File: config.mk
export PLATFORM = sky130hd
export DESIGN_NAME = header_length_xor_frame_sync_flat
export DESIGN_NICKNAME = d
export VERILOG_FILES = /design/src/sv/hlx_pkg.sv /design/src/sv/hlx_if.sv /design/src/sv/header_length_xor_frame_sync.sv /design/src/sv/hlx_core.sv /design/src/flat_wrapper.sv
export SDC_FILE = /design/constraint.sdc
export NUM_CORES = 1
export LEC_CHECK = 0
export ABC_AREA = 1
export BUFFER_PORTS_ARGS = -buffer_cell sky130_fd_sc_hd__buf_2
export CORE_MARGIN = 4
export CORE_UTILIZATION = 44
export CTS_CLUSTER_DIAMETER = 100
export DETAILED_ROUTE_END_ITERATION = 10
export PLACE_DENSITY = 0.64
export SLEW_MARGIN = 20
export SYNTH_ARGS = -nofsm -noshare
export SYNTH_HDL_FRONTEND = slang
export SYNTH_SLANG_ARGS = --single-unit
File: constraint.sdc
create_clock -name clock -period 2.7 [get_ports clock]
set_input_delay 0.405 -clock clock [delete_from_list [all_inputs] [get_ports clock]]
set_output_delay 0.405 -clock clock [all_outputs]
set_load 0.01 [all_outputs]
File: src/sv/hlx_pkg.sv
`timescale 1ns / 1ps
// -----------------------------------------------------------------------------
// hlx_pkg
// Shared types and constants for the header / length / XOR frame sync block.
// -----------------------------------------------------------------------------
package hlx_pkg;

   // Default size of the receive buffer that bounds a frame.
   localparam int BUFFER_LIMIT_DEF = 2048;

   // Sync byte and header length.
   localparam logic [7:0] SYNC_BYTE = 8'hFE;
   localparam int HDR_LEN = 4;

   // Frame byte count at which the high and low length bytes have been taken.
   localparam int LEN_HIGH_COUNT = 6;
   localparam int LEN_LOW_COUNT  = 7;

   // Bytes added to the length field to give the frame total.
   localparam int TOTAL_EXTRA = 8;

   // Field widths.
   localparam int BYTE_W  = 8;
   localparam int POS_W   = 11;
   localparam int TOTAL_W = 17;
   localparam int WIN_W   = 2;

   // Frame status codes.
   typedef enum logic [1:0] {
      STATUS_NONE     = 2'd0,
      STATUS_GOOD     = 2'd1,
      STATUS_CHECKSUM = 2'd2,
      STATUS_OVERFLOW = 2'd3
   } frame_status_type;

   // One result item.
   typedef struct packed {
      logic [BYTE_W-1:0] byte_echo;
      logic              in_frame;
      logic              header_found;
      logic [POS_W-1:0]  byte_position;
      logic              frame_end;
      frame_status_type  frame_status;
      logic [POS_W-1:0]  frame_total;
   } result_type;

endpackage

File: src/sv/hlx_if.sv
`timescale 1ns / 1ps
// -----------------------------------------------------------------------------
// hlx_req_if / hlx_rsp_if
// Valid / ready channels for received bytes and per-byte results.
// -----------------------------------------------------------------------------
interface hlx_req_if;
   logic                      valid;
   logic                      ready;
   logic [hlx_pkg::BYTE_W-1:0] data_byte;

   modport source (output valid, output data_byte, input ready);
   modport sink   (input valid, input data_byte, output ready);
endinterface

interface hlx_rsp_if;
   logic                      valid;
   logic                      ready;
   logic [hlx_pkg::BYTE_W-1:0] byte_echo;
   logic                      in_frame;
   logic                      header_found;
   logic [hlx_pkg::POS_W-1:0] byte_position;
   logic                      frame_end;
   logic [1:0]                frame_status;
   logic [hlx_pkg::POS_W-1:0] frame_total;

   modport source (output valid, output byte_echo, output in_frame, output header_found,
                   output byte_position, output frame_end, output frame_status,
                   output frame_total, input ready);
   modport sink   (input valid, input byte_echo, input in_frame, input header_found,
                   input byte_position, input frame_end, input frame_status,
                   input frame_total, output ready);
endinterface

File: src/sv/header_length_xor_frame_sync.sv
`timescale 1ns / 1ps
// -----------------------------------------------------------------------------
// header_length_xor_frame_sync
// Byte-stream deframer: FE FE FE FE sync, big-endian length, XOR checksum.
// -----------------------------------------------------------------------------
// The block takes one byte per cycle while neither side stalls and returns
// one status result per byte, which passes through the input register and
// then the result register. Without stalls the sustained rate is one byte
// per clock, set by the deframer state update in hlx_core, which is
// combinational between its state registers. Either side may stall; while a
// finished result waits on the output, the input register can take one more
// byte and then holds the request side off. A frame starts after four sync
// bytes, carries its length in frame bytes 6 and 7 (big-endian, total is
// length plus 8) and ends good when the XOR of all its bytes is zero.
// -----------------------------------------------------------------------------
module header_length_xor_frame_sync #(
   parameter int BUFFER_LIMIT = hlx_pkg::BUFFER_LIMIT_DEF
) (
   input  logic      clock,
   input  logic      reset,
   hlx_req_if.sink   req_bus,
   hlx_rsp_if.source rsp_bus
);

   logic                       in_valid_ff;
   logic [hlx_pkg::BYTE_W-1:0] in_byte_ff;
   logic                       out_valid_ff;
   hlx_pkg::result_type        out_ff;
   hlx_pkg::result_type        core_result;
   logic                       advance;

   // A byte moves into the result register when that register is free.
   assign advance       = in_valid_ff && (!out_valid_ff || rsp_bus.ready);
   assign req_bus.ready = !in_valid_ff || advance;

   // Input register.
   always_ff @(posedge clock) begin
      if (reset) begin
         in_valid_ff <= 1'b0;
      end else if (req_bus.ready) begin
         in_valid_ff <= req_bus.valid;
      end
   end

   always_ff @(posedge clock) begin
      if (req_bus.ready && req_bus.valid) begin
         in_byte_ff <= req_bus.data_byte;
      end
   end

   hlx_core #(
      .BUFFER_LIMIT (BUFFER_LIMIT)
   ) u_core (
      .clock     (clock),
      .reset     (reset),
      .step_en   (advance),
      .data_byte (in_byte_ff),
      .result    (core_result)
   );

   // Result register.
   always_ff @(posedge clock) begin
      if (reset) begin
         out_valid_ff <= 1'b0;
      end else if (advance) begin
         out_valid_ff <= 1'b1;
      end else if (rsp_bus.ready) begin
         out_valid_ff <= 1'b0;
      end
   end

   always_ff @(posedge clock) begin
      if (advance) begin
         out_ff <= core_result;
      end
   end

   // Drive the result channel.
   assign rsp_bus.valid         = out_valid_ff;
   assign rsp_bus.byte_echo     = out_ff.byte_echo;
   assign rsp_bus.in_frame      = out_ff.in_frame;
   assign rsp_bus.header_found  = out_ff.header_found;
   assign rsp_bus.byte_position = out_ff.byte_position;
   assign rsp_bus.frame_end     = out_ff.frame_end;
   assign rsp_bus.frame_status  = out_ff.frame_status;
   assign rsp_bus.frame_total   = out_ff.frame_total;

endmodule

File: src/sv/hlx_core.sv
`timescale 1ns / 1ps
// -----------------------------------------------------------------------------
// hlx_core
// Deframer state and the combinational per-byte update: header hunt, byte count,
// length capture, XOR checksum and frame end decision.
// -----------------------------------------------------------------------------
module hlx_core #(
   parameter int BUFFER_LIMIT = hlx_pkg::BUFFER_LIMIT_DEF
) (
   input  logic                        clock,
   input  logic                        reset,
   input  logic                        step_en,
   input  logic [hlx_pkg::BYTE_W-1:0]  data_byte,
   output hlx_pkg::result_type         result
);

   localparam int CNT_W = $clog2(BUFFER_LIMIT);
   localparam logic [CNT_W-1:0] COUNT_LIMIT = CNT_W'(BUFFER_LIMIT - 1);
   localparam logic [hlx_pkg::TOTAL_W-1:0] TOTAL_LIMIT =
      hlx_pkg::TOTAL_W'(BUFFER_LIMIT - 1);

   logic                          hunt_ff, hunt_in;
   logic [hlx_pkg::BYTE_W-1:0]    win_ff [4];
   logic [hlx_pkg::BYTE_W-1:0]    win_in [4];
   logic [hlx_pkg::BYTE_W-1:0]    win_mod [4];
   logic [hlx_pkg::WIN_W-1:0]     wc_ff, wc_in;
   logic [CNT_W-1:0]              fc_ff, fc_in, fc_new;
   logic [hlx_pkg::BYTE_W-1:0]    lh_ff, lh_in;
   logic [hlx_pkg::TOTAL_W-1:0]   exp_ff, exp_in;
   logic [hlx_pkg::BYTE_W-1:0]    xor_ff, xor_in;
   logic                          len_known;

   // Next state and result for the byte now being processed.
   always_comb begin
      hunt_in = hunt_ff;
      win_in  = win_ff;
      wc_in   = wc_ff;
      fc_in   = fc_ff;
      lh_in   = lh_ff;
      exp_in  = exp_ff;
      xor_in  = xor_ff;
      win_mod = win_ff;
      win_mod[wc_ff] = data_byte;
      fc_new    = fc_ff + CNT_W'(1);
      len_known = 1'b0;

      result.byte_echo     = data_byte;
      result.in_frame      = 1'b0;
      result.header_found  = 1'b0;
      result.byte_position = '0;
      result.frame_end     = 1'b0;
      result.frame_status  = hlx_pkg::STATUS_NONE;
      result.frame_total   = '0;

      if (hunt_ff) begin
         // Header hunt: fill the window, compare once it is full.
         result.byte_position = hlx_pkg::POS_W'(wc_ff);
         win_in = win_mod;
         if (wc_ff == hlx_pkg::WIN_W'(hlx_pkg::HDR_LEN - 1)) begin
            if (win_mod[0] == hlx_pkg::SYNC_BYTE && win_mod[1] == hlx_pkg::SYNC_BYTE &&
                win_mod[2] == hlx_pkg::SYNC_BYTE && win_mod[3] == hlx_pkg::SYNC_BYTE) begin
               result.header_found = 1'b1;
               hunt_in = 1'b0;
               fc_in   = CNT_W'(hlx_pkg::HDR_LEN);
               wc_in   = '0;
               xor_in  = '0;
            end else if (win_mod[1] == hlx_pkg::SYNC_BYTE) begin
               // Slide the window to start at the first sync byte after entry 0.
               win_in[0] = win_mod[1];
               win_in[1] = win_mod[2];
               win_in[2] = win_mod[3];
               wc_in     = 2'd3;
            end else if (win_mod[2] == hlx_pkg::SYNC_BYTE) begin
               win_in[0] = win_mod[2];
               win_in[1] = win_mod[3];
               wc_in     = 2'd2;
            end else if (win_mod[3] == hlx_pkg::SYNC_BYTE) begin
               win_in[0] = win_mod[3];
               wc_in     = 2'd1;
            end else begin
               wc_in = '0;
            end
         end else begin
            wc_in = wc_ff + hlx_pkg::WIN_W'(1);
         end
      end else begin
         // Inside a frame: count, checksum and pick up the length field.
         result.in_frame      = 1'b1;
         result.byte_position = hlx_pkg::POS_W'(fc_ff);
         fc_in  = fc_new;
         xor_in = xor_ff ^ data_byte;
         if (fc_new == CNT_W'(hlx_pkg::LEN_HIGH_COUNT)) begin
            lh_in = data_byte;
         end
         if (fc_new == CNT_W'(hlx_pkg::LEN_LOW_COUNT)) begin
            exp_in = hlx_pkg::TOTAL_W'({lh_ff, data_byte}) +
                     hlx_pkg::TOTAL_W'(hlx_pkg::TOTAL_EXTRA);
         end
         len_known = (fc_new >= CNT_W'(hlx_pkg::LEN_LOW_COUNT));
         if (len_known) begin
            result.frame_total = hlx_pkg::POS_W'(exp_in);
         end

         // Frame end: length overflow, count overflow, or normal end.
         if (fc_new == CNT_W'(hlx_pkg::LEN_LOW_COUNT) && exp_in >= TOTAL_LIMIT) begin
            result.frame_end    = 1'b1;
            result.frame_status = hlx_pkg::STATUS_OVERFLOW;
            hunt_in = 1'b1;
         end else if (fc_new >= COUNT_LIMIT) begin
            result.frame_end    = 1'b1;
            result.frame_status = hlx_pkg::STATUS_OVERFLOW;
            hunt_in = 1'b1;
         end else if (len_known && hlx_pkg::TOTAL_W'(fc_new) == exp_in) begin
            result.frame_end    = 1'b1;
            result.frame_status = (xor_in == '0) ? hlx_pkg::STATUS_GOOD
                                                 : hlx_pkg::STATUS_CHECKSUM;
            hunt_in = 1'b1;
         end
      end
   end

   // State registers, updated once per processed byte.
   always_ff @(posedge clock) begin
      if (reset) begin
         hunt_ff <= 1'b1;
         win_ff  <= '{default: '0};
         wc_ff   <= '0;
         fc_ff   <= '0;
         lh_ff   <= '0;
         exp_ff  <= '0;
         xor_ff  <= '0;
      end else if (step_en) begin
         hunt_ff <= hunt_in;
         win_ff  <= win_in;
         wc_ff   <= wc_in;
         fc_ff   <= fc_in;
         lh_ff   <= lh_in;
         exp_ff  <= exp_in;
         xor_ff  <= xor_in;
      end
   end

endmodule

File: src/flat_wrapper.sv
// flat-port wrapper written by rule: the top's interface ports become plain ports
module header_length_xor_frame_sync_flat 
#(
   parameter int BUFFER_LIMIT = hlx_pkg::BUFFER_LIMIT_DEF
)
  (clock, reset, req_bus_valid, req_bus_data_byte, req_bus_ready, rsp_bus_valid, rsp_bus_byte_echo, rsp_bus_in_frame, rsp_bus_header_found, rsp_bus_byte_position, rsp_bus_frame_end, rsp_bus_frame_status, rsp_bus_frame_total, rsp_bus_ready);
  hlx_req_if req_bus_i ();
  hlx_rsp_if rsp_bus_i ();
  input  logic clock;
  input  logic reset;
  input wire logic [$bits(req_bus_i.valid)-1:0] req_bus_valid;
  input wire logic [$bits(req_bus_i.data_byte)-1:0] req_bus_data_byte;
  output wire logic [$bits(req_bus_i.ready)-1:0] req_bus_ready;
  output wire logic [$bits(rsp_bus_i.valid)-1:0] rsp_bus_valid;
  output wire logic [$bits(rsp_bus_i.byte_echo)-1:0] rsp_bus_byte_echo;
  output wire logic [$bits(rsp_bus_i.in_frame)-1:0] rsp_bus_in_frame;
  output wire logic [$bits(rsp_bus_i.header_found)-1:0] rsp_bus_header_found;
  output wire logic [$bits(rsp_bus_i.byte_position)-1:0] rsp_bus_byte_position;
  output wire logic [$bits(rsp_bus_i.frame_end)-1:0] rsp_bus_frame_end;
  output wire logic [$bits(rsp_bus_i.frame_status)-1:0] rsp_bus_frame_status;
  output wire logic [$bits(rsp_bus_i.frame_total)-1:0] rsp_bus_frame_total;
  input wire logic [$bits(rsp_bus_i.ready)-1:0] rsp_bus_ready;
  assign req_bus_i.valid = req_bus_valid;
  assign req_bus_i.data_byte = req_bus_data_byte;
  assign req_bus_ready = req_bus_i.ready;
  assign rsp_bus_valid = rsp_bus_i.valid;
  assign rsp_bus_byte_echo = rsp_bus_i.byte_echo;
  assign rsp_bus_in_frame = rsp_bus_i.in_frame;
  assign rsp_bus_header_found = rsp_bus_i.header_found;
  assign rsp_bus_byte_position = rsp_bus_i.byte_position;
  assign rsp_bus_frame_end = rsp_bus_i.frame_end;
  assign rsp_bus_frame_status = rsp_bus_i.frame_status;
  assign rsp_bus_frame_total = rsp_bus_i.frame_total;
  assign rsp_bus_i.ready = rsp_bus_ready;
  header_length_xor_frame_sync #(.BUFFER_LIMIT(BUFFER_LIMIT)) u_core (.clock(clock), .reset(reset), .req_bus(req_bus_i), .rsp_bus(rsp_bus_i));
endmodule
==> impl_results.rst <==
.. list-table::
   :header-rows: 1

   * - Metric
     - Value
   * - Share of power burned in combinational logic
     - 0.084
   * - Reported leakage power
     - 0.00367 uW
   * - DRC violation count after routing
     - 0
   * - Area share of the largest cell type after synthesis
     - 0.247
   * - Actual slew at the worst max-slew pin
     - 0.724 ns
   * - Post-synthesis cell type with the largest combined area
     - dfxtp_1
   * - Largest stage delay on the critical path
     - 0.37 ns
   * - Proportion of synthesized chip area in sequential cells
     - 0.444
   * - Total instance count after detailed placement
     - 1152
   * - # H-tree levels
     - 4
   * - CP delay by family, top
     - simple AND/OR/NAND/NOR gates
   * - GR Util All Layers
     - 0.220
   * - Internal power summed over all cells
     - 3540 uW
   * - Post-synth top flop
     - dfxtp_1
   * - Worst relative slew slack
     - 0.517
   * - Maximum vdd drop
     - 0.433 mV
   * - Post-synthesis cell count
     - 897
   * - Worst setup EP type
     - register
   * - Async set-or-reset flop fraction in the synthesized netlist
     - 0
   * - Total congestion overflow
     - 0
   * - Number of failing hold endpoints at the final stage
     - 0
   * - Number of max-slew violations in the final report
     - 0
   * - Series of cell instances along the critical path
     - buf_6 -> nand2_2 -> nor2_4 -> nand2_1 -> nand2_1 -> nand2_2 -> nor2_2 -> nand2_2 -> nor2_4 -> buf_12 -> nand2_8 -> buf_4 -> nand2_1 -> nand2_2 -> nor2_2 -> nor2_1 -> nand2_1 -> nor2_2 -> nand2_1 -> nand3_2 -> nand2_2 -> nor2_1
   * - Seq pwr share
     - 0.435
   * - Die area
     - 0.0169 sq mm
   * - Critical-path cell with the highest stage delay
     - dfxtp_4
   * - Power density over the cells
     - 544 mW/mm^2
   * - Distinct cell type count after synthesis
     - 38
   * - Detail Placement HPWL
     - 12200 um
   * - Proportion of total power due to net switching
     - 0.239
   * - Synthesized area per cell
     - 7.31 sq um
   * - CP bufs+invs
     - 3
   * - Count of antenna-violating nets left after detailed routing
     - 0
   * - Number of top-level design ports
     - 49
   * - Path category of the worst min-delay check
     - input port to register
   * - Clock Tree Buf Depth
     - 2
   * - Fraction of final layout cells with drive strength greater than 1
     - 0.254
   * - Wire length of the first global-routing pass
     - 29100 um
   * - CTS tree
     - done
   * - Top cell types by occurrence after synthesis
     - nand2_1 (228), inv_1 (119), o21ai_0 (85), dfxtp_1 (81), a21oi_1 (65)
   * - Critical Path Fanout Max
     - 9
   * - Critical Setup Path Class
     - register to register
   * - Outcome
     - finished clean
   * - Largest net degree at the start of global routing
     - 48
   * - Setup TNS
     - 0 ns
   * - Clock-pin transition on the worst setup and hold timing paths
     - 0.06 ns
   * - Avg Vias per Cell
     - 5.24
   * - Data arrival time of the worst path
     - 2.80 ns
   * - Number of vias in the routed layout
     - 6293
   * - Data required, critical path
     - 2.88 ns
   * - Area contributors post-synth
     - dfxtp_1 (25%), edfxtp_1 (20%), nand2_1 (13%)
   * - FP Rows
     - 44
   * - Number of global-route vias before repair
     - 5969
   * - DR iter-0 viols
     - 530
   * - Count of flip-flops with a built-in enable after synthesis
     - 43
   * - Diode count
     - 0
   * - RSZ-0062 raised after global routing
     - yes
   * - Core area
     - 0.0146 sq mm
   * - Final Routed Wirelength
     - 18400 um
   * - CTS Root Buffer Type
     - clkbuf_16
   * - Net Sw Power
     - 1110 uW
   * - P&R area growth vs syn
     - 30.3%
   * - Initial antenna violation count
     - 0
   * - Layout net count
     - 1025
   * - Leading cell type by number of instances after synthesis
     - nand2_1
   * - Register bit count reported by yosys
     - 124
   * - Routability congestion estimate
     - 0.907
   * - Worst-case clock skew
     - 0.00551 ns
   * - Post-Syn Nets
     - 917
   * - Post-Synthesis Cell Area
     - 0.00656 sq mm
   * - Hold bufs inserted after CTS
     - 0
   * - Number of failing setup endpoints in the final timing report
     - 0
   * - TritonCTS sink count
     - 124
   * - Clock power frac
     - 0.481
   * - Yosys warning total
     - 0
   * - Maximum frequency from static timing analysis
     - 382 MHz
   * - Final Critical Period
     - 2.62 ns
   * - Starting density of the core
     - 0.450
   * - Wire length per cell
     - 15.3 um
   * - Source-to-sink clock delay at the later pin of the worst-skew pair
     - 0.42 ns
   * - Max-cap check violation count
     - 0
   * - Kind of launch point of the worst setup path
     - register
   * - Die span in x
     - 130 um
   * - Die span in y
     - 130 um
   * - Port buffer count
     - 48
   * - Number of filler cells placed in the layout
     - 1281
   * - Final Non-Filler Cells
     - 1202
   * - Ratio of final minimum period to clock period
     - 0.971
   * - First-pass detailed-route iteration total
     - 5
   * - Clock buffers created by TritonCTS
     - 17
-- routing by layer --
metal	global-route usage	vias to the layer above	routed length, um
met1	0.269	2888	7770
met3	0.0495	35	994
met4	0.0929	0	426
li1	-	3178	-
met5	0	-	0
met2	0.372	192	9210
-- power groups by stage --
stage / logic [uW] / clock network [uW] / registers, uW
after floorplan: 199 / 0 / 2070
after global placement: 363 / 0 / 2060
after detailed placement: 365 / 0 / 2060
after CTS: 367 / 2270 / 2030
after global routing: 435 / 2360 / 2030
final: 390 / 2240 / 2020
-- what timing repair did --
action	in CTS	in global routing
setup buffers	0	14
pin swaps	1	31
hold endpoints to repair	0	0
gates resized for setup	3	109
setup endpoints to repair	2	50
gates cloned	0	4
-- flip-flops by register name (all words and copies together), names as in the netlist --
register / flops
u_core.rsp_bus.header_found: 1
u_core.rsp_bus.in_frame: 1
u_core.rsp_bus.frame_status: 2
u_core.u_core.exp_ff: 17
u_core.u_core.hunt_ff: 1
u_core.u_core.xor_ff: 8
u_core.rsp_bus.frame_end: 1
u_core.u_core.wc_ff: 2
u_core.rsp_bus.byte_position: 11
u_core.u_core.lh_ff: 8
u_core.rsp_bus.frame_total: 11
u_core.in_valid_ff: 1
u_core.u_core.fc_ff: 11
u_core.rsp_bus.valid: 1
u_core.in_byte_ff: 8
u_core.u_core.win_ff: 32
u_core.rsp_bus.byte_echo: 8
-- stage by stage --
stage / utilization / total power, uW / setup slack [ns] / instance area [sq um] / hold WS, ns
floorplan: - / 2270 / 0.193 / 6560 / 0.438
global placement: 0.503 / 2430 / 0.00812 / 7340 / 0.446
detailed placement: 0.503 / 2430 / 0.00989 / 7340 / 0.452
CTS: 0.545 / 4660 / 0.00908 / 7960 / 0.143
global route: 0.586 / 4820 / -0.100 / 8550 / 0.144
finish: 0.586 / 4650 / 0.0789 / 8550 / 0.158
-- placed cells by master, fill, tap and decap left out, types with 14 or more instances in the layout --
master	synthesis	layout
nand2_1	228	200
inv_1	119	116
o21ai_0	85	82
dfxtp_1	81	72
a21oi_1	65	65
buf_4	4	64
buf_2	7	48
nand3_1	55	47
edfxtp_1	43	43
nor2_1	56	39
nand2_2	7	31
clkbuf_16	0	22
nand4_1	21	21
nor2_2	3	14
-- final cells by class --
class	count	area, sq um	area share
Clock buffer	24	544	0.0637
Clock inverter	8	52.6	0.00615
Inverter	122	460	0.0539
Multi-Input combinational cell	615	3360	0.394
Sequential cell	124	2930	0.343
Tap cell	184	230	0.0269
Timing Repair Buffer	125	965	0.113
-- worst register-to-register path: stages, from the launching register on --
cell and delay (ns):
dfxtp_4 0.37, buf_6 0.12, nand2_2 0.07, nor2_4 0.13, nand2_1 0.06, nand2_1 0.08, nand2_2 0.08, nor2_2 0.11
nand2_2 0.10, nor2_4 0.11, buf_12 0.14, nand2_8 0.09, buf_4 0.16, nand2_1 0.09, nand2_2 0.09, nor2_2 0.09
nor2_1 0.06, nand2_1 0.09, nor2_2 0.05, nand2_1 0.08, nand3_2 0.09, nand2_2 0.08, nor2_1 0.05
-- logic make-up after synthesis --
group / count (synthesis) / synth area share
AO/OA/AOI/OAI: 187 / 0.153
AND/OR/NAND/NOR: 402 / 0.269
buffers and inverters: 159 / 0.0957
flip-flops: 124 / 0.444
XOR/XNOR: 17 / 0.0227
adder cells (fa/ha/maj): 8 / 0.0153
-- worst paths after layout --
check	endpoint	slack [ns]	cells after the start	startpoint
min reg2reg	u_core.u_core.win_ff[20]$_SDFFE_PP0P_	0.46	2	u_core.u_core.win_ff[20]$_SDFFE_PP0P_
max	u_core.rsp_bus.frame_status[1]$_SDFFCE_PP0P_	0.08	22	u_core.u_core.fc_ff[1]$_SDFFE_PP0P_
max reg2reg	u_core.rsp_bus.frame_status[1]$_SDFFCE_PP0P_	0.08	22	u_core.u_core.fc_ff[1]$_SDFFE_PP0P_
min	u_core.in_byte_ff[3]$_DFFE_PP_	0.16	1	req_bus_data_byte[3]
(Power assumes the default switching activity.)
